`src/rtl/core/mwpo_pkg.sv`:
```
package mwpo_pkg;

  // fixed word formats
  localparam int PHASE_BITS   = 32;
  localparam int SAMPLE_BITS  = 16;
  localparam int SINE_ENTRIES = 256;
  localparam int SINE_IDX_BITS = $clog2(SINE_ENTRIES);

  localparam int BASE_W  = 19;
  localparam int SRATE_W = 18;
  localparam int CV_W    = 20;
  localparam int PM_W    = 16;
  localparam int SEL_W   = 16;
  localparam int HZ_W    = 19;
  localparam int DIVR_W  = SRATE_W + 4;
  localparam int CFG_DATA_W = 19;

  // frequency clamp and trigger thresholds
  localparam logic [HZ_W-1:0]         HZ_MAX   = 19'd320000;
  localparam logic signed [SEL_W-1:0] SEL_HIGH = 16'sd22938;
  localparam logic signed [SEL_W-1:0] SEL_LOW  = 16'sd9830;

  // 0.015 rad in turns, Q0.32
  localparam logic signed [24:0] PM_GAIN = 25'sd10253479;
  localparam int PM_SHIFT = 47 - PHASE_BITS;

  // quarter sine polynomial, Q30
  localparam int Q30_W = 31;
  localparam logic [Q30_W-1:0] Q30_ONE = 31'h4000_0000;

  typedef logic [1:0] cfg_idx_t;
  localparam cfg_idx_t CFG_BASE_FREQ   = 2'd0;
  localparam cfg_idx_t CFG_SAMPLE_RATE = 2'd1;
  localparam cfg_idx_t CFG_WAVEFORM    = 2'd2;

  typedef enum logic [1:0] {
    WAVE_SINE     = 2'd0,
    WAVE_TRIANGLE = 2'd1,
    WAVE_SAW      = 2'd2,
    WAVE_SQUARE   = 2'd3
  } wave_t;

  // horner coefficients, step 0 is the starting value
  function automatic logic [31:0] sine_coef(input logic [2:0] step);
    logic [31:0] c;
    unique case (step)
      3'd0:    c = 32'd3864;
      3'd1:    c = 32'd172272;
      3'd2:    c = 32'd5026995;
      3'd3:    c = 32'd85569306;
      3'd4:    c = 32'd693598668;
      3'd5:    c = 32'd1686629713;
      default: c = 32'd0;
    endcase
    return c;
  endfunction

endpackage

```
`src/rtl/core/mwpo_if.sv`:
```
interface mwpo_in_if
  import mwpo_pkg::*;
();
  logic                    valid;
  logic                    ready;
  logic signed [CV_W-1:0]  freq_cv;
  logic signed [PM_W-1:0]  phase_mod;
  logic signed [SEL_W-1:0] wave_select;
  logic                    wave_select_present;

  modport source (output valid, freq_cv, phase_mod, wave_select, wave_select_present,
                  input ready);
  modport sink   (input valid, freq_cv, phase_mod, wave_select, wave_select_present,
                  output ready);
endinterface

interface mwpo_out_if
  import mwpo_pkg::*;
();
  logic                          valid;
  logic                          ready;
  logic signed [SAMPLE_BITS-1:0] sample;
  logic [1:0]                    waveform_now;

  modport source (output valid, sample, waveform_now, input ready);
  modport sink   (input valid, sample, waveform_now, output ready);
endinterface

interface mwpo_cfg_if
  import mwpo_pkg::*;
();
  logic                  valid;
  logic                  ready;
  cfg_idx_t              index;
  logic [CFG_DATA_W-1:0] data;

  modport source (output valid, index, data, input ready);
  modport sink   (input valid, index, data, output ready);
endinterface

```
`src/rtl/core/mwpo_div.sv`:
```
module mwpo_div
  import mwpo_pkg::*;
(
  input  logic                  clk,
  input  logic                  rst_n,
  input  logic                  start,
  input  logic [HZ_W-1:0]       dividend,
  input  logic [DIVR_W-1:0]     divisor,
  output logic                  busy,
  output logic                  done,
  output logic [PHASE_BITS-1:0] quotient
);

  localparam int STEPS = HZ_W + PHASE_BITS;
  localparam int CNT_W = $clog2(STEPS);

  logic [DIVR_W-1:0]     rem_r;
  logic [DIVR_W-1:0]     div_r;
  logic [HZ_W-1:0]       num_r;
  logic [PHASE_BITS-1:0] quo_r;
  logic [CNT_W-1:0]      cnt_r;
  logic                  busy_r;
  logic                  done_r;

  logic [DIVR_W:0] trial;
  logic            ge;
  logic [DIVR_W:0] diff;

  // one restoring step: bring down the next dividend bit, try to subtract
  assign trial = {rem_r, num_r[HZ_W-1]};
  assign ge    = trial >= {1'b0, div_r};
  assign diff  = trial - {1'b0, div_r};

  always_ff @(posedge clk) begin
    if (!rst_n) begin
      busy_r <= 1'b0;
      done_r <= 1'b0;
      cnt_r  <= '0;
    end else begin
      done_r <= 1'b0;
      if (start) begin
        busy_r <= 1'b1;
        cnt_r  <= '0;
      end else if (busy_r) begin
        if (cnt_r == CNT_W'(STEPS - 1)) begin
          busy_r <= 1'b0;
          done_r <= 1'b1;
        end
        cnt_r <= cnt_r + 1'b1;
      end
    end
  end

  // datapath, no reset needed
  always_ff @(posedge clk) begin
    if (start) begin
      rem_r <= '0;
      div_r <= divisor;
      num_r <= dividend;
      quo_r <= '0;
    end else if (busy_r) begin
      rem_r <= ge ? diff[DIVR_W-1:0] : trial[DIVR_W-1:0];
      num_r <= {num_r[HZ_W-2:0], 1'b0};
      quo_r <= {quo_r[PHASE_BITS-2:0], ge};
    end
  end

  assign busy     = busy_r;
  assign done     = done_r;
  assign quotient = quo_r;

endmodule

```
`src/rtl/core/mwpo_sine.sv`:
```
module mwpo_sine
  import mwpo_pkg::*;
(
  input  logic                          clk,
  input  logic                          rst_n,
  input  logic                          start,
  input  logic [SINE_IDX_BITS-1:0]      index,
  output logic                          busy,
  output logic signed [SAMPLE_BITS-1:0] value
);

  localparam int REM_BITS = SINE_IDX_BITS - 2;
  localparam int X_SHIFT  = 30 - REM_BITS;
  localparam int RND_SH   = 30 - (SAMPLE_BITS - 1);
  localparam logic [SAMPLE_BITS:0] SAT_MAX = (SAMPLE_BITS+1)'((1 << (SAMPLE_BITS - 1)) - 1);

  logic [Q30_W-1:0]              x_r;
  logic [Q30_W-1:0]              x2_r;
  logic [31:0]                   acc_r;
  logic [1:0]                    quad_r;
  logic [2:0]                    step_r;
  logic                          busy_r;
  logic signed [SAMPLE_BITS-1:0] value_r;

  logic [Q30_W-1:0]   x_start;
  logic [Q30_W-1:0]   mul_a;
  logic [Q30_W-1:0]   mul_b;
  logic [2*Q30_W-1:0] prod;
  logic [31:0]        prod_sh;
  logic [31:0]        rnd;
  logic [SAMPLE_BITS:0] mag;
  logic [SAMPLE_BITS:0] mag_sat;

  // quadrant fold of the table index
  always_comb begin
    x_start = Q30_W'(index[REM_BITS-1:0]) << X_SHIFT;
    if (index[REM_BITS]) begin
      x_start = Q30_ONE - x_start;
    end
  end

  // shared multiplier: x*x first, then horner on acc, last acc*x
  assign mul_a   = (step_r == 3'd0) ? x_r : acc_r[Q30_W-1:0];
  assign mul_b   = (step_r >= 3'd1 && step_r <= 3'd5) ? x2_r : x_r;
  assign prod    = (2*Q30_W)'(mul_a) * (2*Q30_W)'(mul_b);
  assign prod_sh = prod[61:30];

  // round to the sample grid and saturate
  assign rnd     = acc_r + (32'd1 << (RND_SH - 1));
  assign mag     = rnd[RND_SH +: SAMPLE_BITS+1];
  assign mag_sat = (mag > SAT_MAX) ? SAT_MAX : mag;

  always_ff @(posedge clk) begin
    if (!rst_n) begin
      busy_r <= 1'b0;
      step_r <= '0;
    end else begin
      if (start) begin
        busy_r <= 1'b1;
        step_r <= '0;
      end else if (busy_r) begin
        if (step_r == 3'd7) begin
          busy_r <= 1'b0;
        end
        step_r <= step_r + 1'b1;
      end
    end
  end

  always_ff @(posedge clk) begin
    if (start) begin
      x_r    <= x_start;
      acc_r  <= sine_coef(3'd0);
      quad_r <= index[SINE_IDX_BITS-1 -: 2];
    end else if (busy_r) begin
      unique case (step_r)
        3'd0:    x2_r  <= prod_sh[Q30_W-1:0];
        3'd6:    acc_r <= prod_sh;
        3'd7:    value_r <= quad_r[1] ? -$signed(mag_sat[SAMPLE_BITS-1:0])
                                      :  $signed(mag_sat[SAMPLE_BITS-1:0]);
        default: acc_r <= sine_coef(step_r) - prod_sh;
      endcase
    end
  end

  assign busy  = busy_r;
  assign value = value_r;

endmodule

```
`src/rtl/core/multi_waveform_phase_oscillator_top.sv`:
```
// Multi-waveform phase oscillator: one audio sample per input word.
// in_ch carries freq_cv, phase_mod, wave_select and wave_select_present;
// out_ch returns sample (Q1.15) and waveform_now; cfg_ch writes base
// frequency (index 0), sample rate (index 1) and waveform (index 2, also
// loads the running waveform). cfg_ch is always ready; other indexes drop.
// A word is taken only while the block is idle. The wave-select trigger
// and waveform step act at once, the sample comes from the phase held
// before this word, and the phase then advances by the increment plus the phase_mod offset.
// The increment comes from a one-bit-per-cycle restoring divider over
// 19 + 32 = 51 steps; the sine is a seven-multiply Horner pass on one
// shared multiplier that runs in parallel and finishes first.
// The result is loaded into the output register when the divider is done,
// and the block goes idle with that load; no word is taken before then.
// A finished result waits in the output register while the next word is
// taken; if it is still not taken when the next result is done, the
// block holds until out_ch.ready.
// Reset: phase 0, sine selected, trigger disarmed, base 440 Hz, 48 kHz.
module multi_waveform_phase_oscillator_top
  import mwpo_pkg::*;
(
  input logic       clk,
  input logic       rst_n,
  mwpo_in_if.sink   in_ch,
  mwpo_out_if.source out_ch,
  mwpo_cfg_if.sink  cfg_ch
);

  typedef enum logic [1:0] {
    ST_IDLE,
    ST_BUSY,
    ST_HOLD
  } state_t;

  localparam int H = 1 << (SAMPLE_BITS - 1);

  state_t                        state_r;
  logic [BASE_W-1:0]             base_r;
  logic [SRATE_W-1:0]            srate_r;
  logic [1:0]                    wave_r;
  logic                          armed_r;
  logic [PHASE_BITS-1:0]         phase_r;
  logic [PHASE_BITS-1:0]         off_r;
  logic                          out_valid_r;
  logic signed [SAMPLE_BITS-1:0] sample_r;
  logic [1:0]                    wave_now_r;

  logic                  in_acc;
  logic                  cfg_acc;
  logic                  load;
  logic [BASE_W-1:0]     base_c;
  logic signed [HZ_W+1:0] hz_sum;
  logic [HZ_W-1:0]       hz;
  logic [DIVR_W-1:0]     divisor;
  logic signed [40:0]    pm_prod;
  logic [PHASE_BITS-1:0] off_nxt;
  logic                  div_busy;
  logic                  div_done;
  logic [PHASE_BITS-1:0] inc;
  logic                  sine_busy;
  logic signed [SAMPLE_BITS-1:0] sine_val;
  logic [SAMPLE_BITS-1:0] t;
  logic signed [SAMPLE_BITS:0]   tri_d;
  logic [SAMPLE_BITS:0]          tri_abs;
  logic signed [SAMPLE_BITS+1:0] tri_v;
  logic signed [SAMPLE_BITS-1:0] sample_nxt;

  assign in_acc  = in_ch.valid && in_ch.ready;
  assign cfg_acc = cfg_ch.valid && cfg_ch.ready;
  assign in_ch.ready  = (state_r == ST_IDLE);
  assign cfg_ch.ready = 1'b1;

  // frequency clamp and divisor for the increment
  assign base_c  = (base_r > HZ_MAX) ? HZ_MAX : base_r;
  assign hz_sum  = $signed({2'b00, base_c}) + (HZ_W+2)'(in_ch.freq_cv);
  assign hz      = (hz_sum < 0) ? '0 :
                   (hz_sum > $signed({2'b00, HZ_MAX})) ? HZ_MAX : hz_sum[HZ_W-1:0];
  assign divisor = {((srate_r == '0) ? SRATE_W'(1) : srate_r), 4'b0000};

  // phase modulation offset, floor shift to the phase grid
  assign pm_prod = 41'(in_ch.phase_mod) * 41'(PM_GAIN);
  assign off_nxt = PHASE_BITS'($signed(pm_prod[40:PM_SHIFT]));

  mwpo_div u_div (
    .clk      (clk),
    .rst_n    (rst_n),
    .start    (in_acc),
    .dividend (hz),
    .divisor  (divisor),
    .busy     (div_busy),
    .done     (div_done),
    .quotient (inc)
  );

  mwpo_sine u_sine (
    .clk   (clk),
    .rst_n (rst_n),
    .start (in_acc),
    .index (phase_r[PHASE_BITS-1 -: SINE_IDX_BITS]),
    .busy  (sine_busy),
    .value (sine_val)
  );

  // sample from the pre-update phase
  assign t       = phase_r[PHASE_BITS-1 -: SAMPLE_BITS];
  assign tri_d   = $signed({1'b0, t}) - (SAMPLE_BITS+1)'(H);
  assign tri_abs = tri_d[SAMPLE_BITS] ? (SAMPLE_BITS+1)'(-tri_d) : tri_d;
  assign tri_v   = (SAMPLE_BITS+2)'(H) - $signed({tri_abs, 1'b0});

  always_comb begin
    unique case (wave_t'(wave_r))
      WAVE_TRIANGLE: sample_nxt = (tri_v > (SAMPLE_BITS+2)'(H - 1)) ?
                                  SAMPLE_BITS'(H - 1) : tri_v[SAMPLE_BITS-1:0];
      WAVE_SAW:      sample_nxt = {~t[SAMPLE_BITS-1], t[SAMPLE_BITS-2:0]};
      WAVE_SQUARE:   sample_nxt = t[SAMPLE_BITS-1] ? SAMPLE_BITS'(-H) : SAMPLE_BITS'(H - 1);
      default:       sample_nxt = sine_val;
    endcase
  end

  // result leaves when the divider is done or a result is held, and the output register is free
  assign load = ((state_r == ST_BUSY && div_done) || state_r == ST_HOLD) &&
                (!out_valid_r || out_ch.ready);

  // sequencer, phase and output register
  always_ff @(posedge clk) begin
    if (!rst_n) begin
      state_r     <= ST_IDLE;
      base_r      <= BASE_W'(7040);
      srate_r     <= SRATE_W'(48000);
      wave_r      <= WAVE_SINE;
      armed_r     <= 1'b0;
      phase_r     <= '0;
      out_valid_r <= 1'b0;
    end else begin
      // configuration writes and the wave-select trigger
      if (cfg_acc && cfg_ch.index == CFG_BASE_FREQ) begin
        base_r <= cfg_ch.data[BASE_W-1:0];
      end
      if (cfg_acc && cfg_ch.index == CFG_SAMPLE_RATE) begin
        srate_r <= cfg_ch.data[SRATE_W-1:0];
      end
      if (cfg_acc && cfg_ch.index == CFG_WAVEFORM) begin
        wave_r <= cfg_ch.data[1:0];
      end else if (in_acc && in_ch.wave_select_present) begin
        if (!armed_r && in_ch.wave_select >= SEL_HIGH) begin
          wave_r  <= wave_r + 2'd1;
          armed_r <= 1'b1;
        end else if (armed_r && in_ch.wave_select <= SEL_LOW) begin
          armed_r <= 1'b0;
        end
      end

      if (load) begin
        out_valid_r <= 1'b1;
      end else if (out_ch.ready) begin
        out_valid_r <= 1'b0;
      end

      unique case (state_r)
        ST_IDLE: begin
          if (in_acc) begin
            state_r <= ST_BUSY;
          end
        end
        ST_BUSY: begin
          if (load) begin
            state_r <= ST_IDLE;
          end else if (div_done) begin
            state_r <= ST_HOLD;
          end
        end
        ST_HOLD: begin
          if (load) begin
            state_r <= ST_IDLE;
          end
        end
        default: state_r <= ST_IDLE;
      endcase

      if (load) begin
        phase_r <= phase_r + inc + off_r;
      end
    end
  end

  // payload registers
  always_ff @(posedge clk) begin
    if (in_acc) begin
      off_r <= off_nxt;
    end
    if (load) begin
      sample_r   <= sample_nxt;
      wave_now_r <= wave_r;
    end
  end

  assign out_ch.valid        = out_valid_r;
  assign out_ch.sample       = sample_r;
  assign out_ch.waveform_now = wave_now_r;

  // checks
  a_done_in_busy: assert property (@(posedge clk) disable iff (!rst_n)
    div_done |-> state_r == ST_BUSY)
    else $error("divider finished outside of a busy item");

  a_sine_first: assert property (@(posedge clk) disable iff (!rst_n)
    div_done |-> !sine_busy)
    else $error("sine pass still running when the increment is ready");

  a_accept_idle: assert property (@(posedge clk) disable iff (!rst_n)
    in_acc |-> !div_busy && !sine_busy)
    else $error("word taken while a previous word is in work");

  a_phase_hold: assert property (@(posedge clk) disable iff (!rst_n)
    !load |=> $stable(phase_r))
    else $error("phase moved without a result");

endmodule

```
`src/flat_wrapper.sv`:
```
// flat-port wrapper written by rule: the top's interface ports become plain ports
module multi_waveform_phase_oscillator_top_flat import mwpo_pkg::*;
  (clk, rst_n, in_ch_valid, in_ch_freq_cv, in_ch_phase_mod, in_ch_wave_select, in_ch_wave_select_present, in_ch_ready, out_ch_valid, out_ch_sample, out_ch_waveform_now, out_ch_ready, cfg_ch_valid, cfg_ch_index, cfg_ch_data, cfg_ch_ready);
  mwpo_in_if in_ch_i ();
  mwpo_out_if out_ch_i ();
  mwpo_cfg_if cfg_ch_i ();
  input logic clk;
  input logic rst_n;
  input wire logic [$bits(in_ch_i.valid)-1:0] in_ch_valid;
  input wire logic [$bits(in_ch_i.freq_cv)-1:0] in_ch_freq_cv;
  input wire logic [$bits(in_ch_i.phase_mod)-1:0] in_ch_phase_mod;
  input wire logic [$bits(in_ch_i.wave_select)-1:0] in_ch_wave_select;
  input wire logic [$bits(in_ch_i.wave_select_present)-1:0] in_ch_wave_select_present;
  output wire logic [$bits(in_ch_i.ready)-1:0] in_ch_ready;
  output wire logic [$bits(out_ch_i.valid)-1:0] out_ch_valid;
  output wire logic [$bits(out_ch_i.sample)-1:0] out_ch_sample;
  output wire logic [$bits(out_ch_i.waveform_now)-1:0] out_ch_waveform_now;
  input wire logic [$bits(out_ch_i.ready)-1:0] out_ch_ready;
  input wire logic [$bits(cfg_ch_i.valid)-1:0] cfg_ch_valid;
  input wire logic [$bits(cfg_ch_i.index)-1:0] cfg_ch_index;
  input wire logic [$bits(cfg_ch_i.data)-1:0] cfg_ch_data;
  output wire logic [$bits(cfg_ch_i.ready)-1:0] cfg_ch_ready;
  assign in_ch_i.valid = in_ch_valid;
  assign in_ch_i.freq_cv = in_ch_freq_cv;
  assign in_ch_i.phase_mod = in_ch_phase_mod;
  assign in_ch_i.wave_select = in_ch_wave_select;
  assign in_ch_i.wave_select_present = in_ch_wave_select_present;
  assign in_ch_ready = in_ch_i.ready;
  assign out_ch_valid = out_ch_i.valid;
  assign out_ch_sample = out_ch_i.sample;
  assign out_ch_waveform_now = out_ch_i.waveform_now;
  assign out_ch_i.ready = out_ch_ready;
  assign cfg_ch_i.valid = cfg_ch_valid;
  assign cfg_ch_i.index = cfg_ch_index;
  assign cfg_ch_i.data = cfg_ch_data;
  assign cfg_ch_ready = cfg_ch_i.ready;
  multi_waveform_phase_oscillator_top u_core (.clk(clk), .rst_n(rst_n), .in_ch(in_ch_i), .out_ch(out_ch_i), .cfg_ch(cfg_ch_i));
endmodule
```
`config.mk`:
```
export PLATFORM = sky130hd
export DESIGN_NAME = multi_waveform_phase_oscillator_top_flat
export DESIGN_NICKNAME = d
export VERILOG_FILES = /design/src/rtl/core/mwpo_pkg.sv /design/src/rtl/core/mwpo_if.sv /design/src/rtl/core/mwpo_div.sv /design/src/rtl/core/mwpo_sine.sv /design/src/rtl/core/multi_waveform_phase_oscillator_top.sv /design/src/flat_wrapper.sv
export SDC_FILE = /design/constraint.sdc
export NUM_CORES = 2
export LEC_CHECK = 0
export BUFFER_PORTS_ARGS = -buffer_cell sky130_fd_sc_hd__buf_2
export CAP_MARGIN = 0
export CORE_MARGIN = 3
export CORE_UTILIZATION = 35
export DETAILED_ROUTE_END_ITERATION = 8
export GPL_TIMING_DRIVEN = 0
export SYNTH_ARGS = -nofsm -noshare
export SYNTH_HDL_FRONTEND = slang
export SYNTH_SLANG_ARGS = --single-unit
```
`constraint.sdc`:
```
create_clock -name clk -period 13.9 [get_ports clk]
set_input_delay 4.17 -clock clk [delete_from_list [all_inputs] [get_ports clk]]
set_output_delay 4.17 -clock clk [all_outputs]
set_load 0.02 [all_outputs]
```
==> impl_metrics.ini <==
[worst_setup_path]
worstPathMaxFanout = 10
crit_arrival_ns = 13.99
cp_num_buf_inv = 7
worstReg2RegEnd = u_core.u_sine.acc_r[30]
crit_path_top_delay_cell = clkbuf_1
r2r-start = u_core.u_sine.step_r[1]
required_ns = 14.34
reg2regPathDepth = 38
ff2ff_setup_slack_ns = 0.36
timing_worst_setup_path_type = flip-flop to flip-flop
cp_common_cell = fa_1
slowest_delay_ns = 0.97
cp-start-kind = flip-flop
cp-end-kind = flip-flop
cp_top_family = adder cells

[sta]
finalHoldViolCount = 0
drv_slew = 0
worst_slack_ns = 0.358
max_freq_ghz = 0.0738
slew_headroom_pct = 1.63
period_minus_slack_ns = 13.54
finalSetupViolCount = 0
finalCritPeriodShare_pct = 97.4
hold_ws_ns = 0.442
clock_skew_ns = 0.0179
worstMarginPinSlew_ns = 1.43
fin_tns_setup_ns = 0

[clock_tree]
path_clk_slew_ns = 0.06
cts_made_buffers = 37
root_buffer = clkbuf_16
clock_path_buffers = 3
cts_tree = done
clock_latency_ns = 0.56
clock_sinks = 309
cts.htree.levels = 2

[grt]
grt_pass1_wl_um = 283000
antenna_found_initial = 2
grt_pass1_vias = 44600
grt_use_total_pct = 23.8
grt_overflow_total = 0
grt_max_degree = 38

[min_path]
min_path_type = flip-flop to flip-flop
worstHoldStart = u_core.phase_r[31]
min_to = u_core.u_sine.quad_r[1]
hold_depth = 0

[routing]
drt_iter0_markers = 3358
wl_per_cell_um = 22.8
drc = 0
viasPerCell = 5.20
first_pass_iters = 6
vias = 43000
ant_nets = 0
wl_um = 188000

[yosys]
async_reset_ff_share_pct = 0
synth_area_per_cell_sq_um = 8.92
ys_seq_area_share_pct = 14.0
ys_warn_count = 0
synth-edff-count = 136
synth_area_sq_mm = 0.0540
ys.flop_type = dfxtp_1
synth_cells = 6050
syn-num-nets = 7656
ys_ff_latch = 309
ys_types = 89

[power]
vdd_drop_max_v = 0.000302
p_per_area_mw_per_mm2 = 114
power.leakage_nw = 27.9
power.total_mw = 6.66

[outcome]
status = finished clean

[finish]
drive_gt1_share_pct = 5.17
area_growth_pct = 8.60
fillers = 15600
instances_no_fill = 8260
fin_nets = 7803

[die]
die-area_sq_mm = 0.159
io_pins = 100
initial_utilization_pct = 35.4
rows = 143
core_sq_mm = 0.153
die_y_um = 399
die_w_um = 399

[placement]
routabilityCongestion = 1.01
dpl.hpwl_um = 156000
pre_cts_slack_ns = -1.74
port_buffers = 97
placed_cells = 8184

[flow_run]
max-cap-violations = 0
==> worst max path at each step <==
stage | from | end | slack [ns] | depth (start not counted)
after floorplan | u_core.u_sine.step_r[1] | u_core.u_sine.acc_r[30] | 2.84 | 49
after global placement | u_core.u_sine.step_r[1] | u_core.u_sine.acc_r[30] | -1.95 | 41
after detailed placement | u_core.u_sine.step_r[1] | u_core.u_sine.acc_r[31] | -1.74 | 44
after CTS | u_core.u_sine.step_r[1] | u_core.u_sine.acc_r[31] | 0.02 | 45
after global routing | u_core.u_sine.step_r[1] | u_core.u_sine.acc_r[29] | -0.01 | 46
final | u_core.u_sine.step_r[1] | u_core.u_sine.acc_r[30] | 0.36 | 38
==> routing by layer <==
| layer | track usage [%] | up-vias | wire (um) | share of wire, % |
|---|---|---|---|---|
| li1 | - | 19200 | - | - |
| met1 | 31.5 | 21700 | 77700 | 41 |
| met2 | 38.7 | 1741 | 86400 | 46 |
| met3 | 4.48 | 328 | 15700 | 8.3 |
| met4 | 9.01 | 2 | 8520 | 4.5 |
| met5 | 0 | - | 7 | 0.0037 |
==> flip-flops by register name, indices dropped and copies added, names as in the netlist, 2 cells and up <==
name / flops
u_core.u_sine.step_r: 3
u_core.u_div.quotient: 32
u_core.state_r: 2
u_core.u_sine.acc_r: 32
u_core.u_sine.x_r: 7
u_core.base_r: 19
u_core.out_ch.sample: 16
u_core.u_div.div_r: 18
u_core.phase_r: 32
u_core.wave_r: 2
u_core.u_div.rem_r: 22
u_core.u_sine.value: 16
u_core.out_ch.waveform_now: 2
u_core.u_div.cnt_r: 6
u_core.u_div.num_r: 19
u_core.off_r: 26
u_core.srate_r: 18
u_core.u_sine.x2_r: 31
==> where the power goes <==
part	internal [mW]	switching, mW	total (mW)
clock	0.545	0.413	0.958
sequential	1.18	0.0830	1.26
combinational	1.69	2.75	4.44
==> logic make-up after synthesis <==
group / synth area share (%)
AND/OR/NAND/NOR: 14.6
adder cells (fa/ha/maj): 49.1
buffers and inverters: 9.81
AO/OA/AOI/OAI: 8.39
flip-flops: 14.0
XOR/XNOR: 2.74
multiplexers: 1.40
other: 0.00695
==> stage by stage <==
stage	area, sq um	util [%]
floorplan	54000	-
global placement	57000	37.4
detailed placement	57100	37.4
CTS	58500	38.3
global route	58600	38.4
finish	58600	38.4
==> synth_stat cells (all sizes together), types with 15 or more instances <==
master | instances | area share (%)
a21boi | 15 | 0.21
nor2b | 52 | 0.60
o21ai | 138 | 1.3
a22oi | 20 | 0.28
a21o | 58 | 0.81
and2 | 69 | 0.80
and3 | 23 | 0.28
o21a | 30 | 0.42
nand2 | 793 | 5.5
o21bai | 19 | 0.26
fa | 986 | 37
xnor2 | 113 | 1.8
edfxtp | 136 | 7.6
mux2i | 60 | 1.1
a211oi | 32 | 0.46
a31oi | 21 | 0.28
inv | 1125 | 7.8
or3 | 25 | 0.29
dfxtp | 173 | 6.4
nor3 | 54 | 0.50
o211ai | 18 | 0.25
a21oi | 251 | 2.3
nor2 | 662 | 4.6
buf | 23 | 0.18
nand2b | 32 | 0.37
clkbuf | 259 | 1.8
nand4 | 25 | 0.29
nand3 | 67 | 0.62
xor2 | 56 | 0.91
ha | 541 | 13
==> cells in the final DEF (no fill, tap or decap), drive strengths merged, types with 30 or more instances in the layout <==
cell type / Yosys / layout
nand3: 67 / 67
dfxtp: 173 / 173
nor3: 54 / 54
clkbuf: 259 / 299
xor2: 56 / 56
nand2: 793 / 793
edfxtp: 136 / 136
nor2b: 52 / 52
a21o: 58 / 58
a21oi: 251 / 251
nand2b: 32 / 32
o21ai: 138 / 138
nor2: 662 / 662
ha: 541 / 541
fa: 986 / 986
a211oi: 32 / 32
inv: 1125 / 1130
buf: 23 / 138
and2: 69 / 69
xnor2: 113 / 113
mux2i: 60 / 60
o21a: 30 / 30
==> area by class of cell <==
class,count,area (sq um),area share (%)
Antenna cell,4,10.0,0.0171
Buffer,279,1180,2.01
Clock inverter,19,160,0.273
Multi-Input combinational cell,4333,41300,70.4
Tap cell,2030,2540,4.33
Sequential cell,309,7550,12.9
Inverter,1126,4230,7.21
Timing Repair Buffer,111,664,1.13
Clock buffer,49,1020,1.74
==> timing repair <==
item,4_1_cts,5_1_grt
pin swaps,2,1
gates resized for setup,61,89
hold buffers,0,0
endpoints found under the setup margin,18,10
setup buffers,3,4
(Power assumes the default switching activity.)
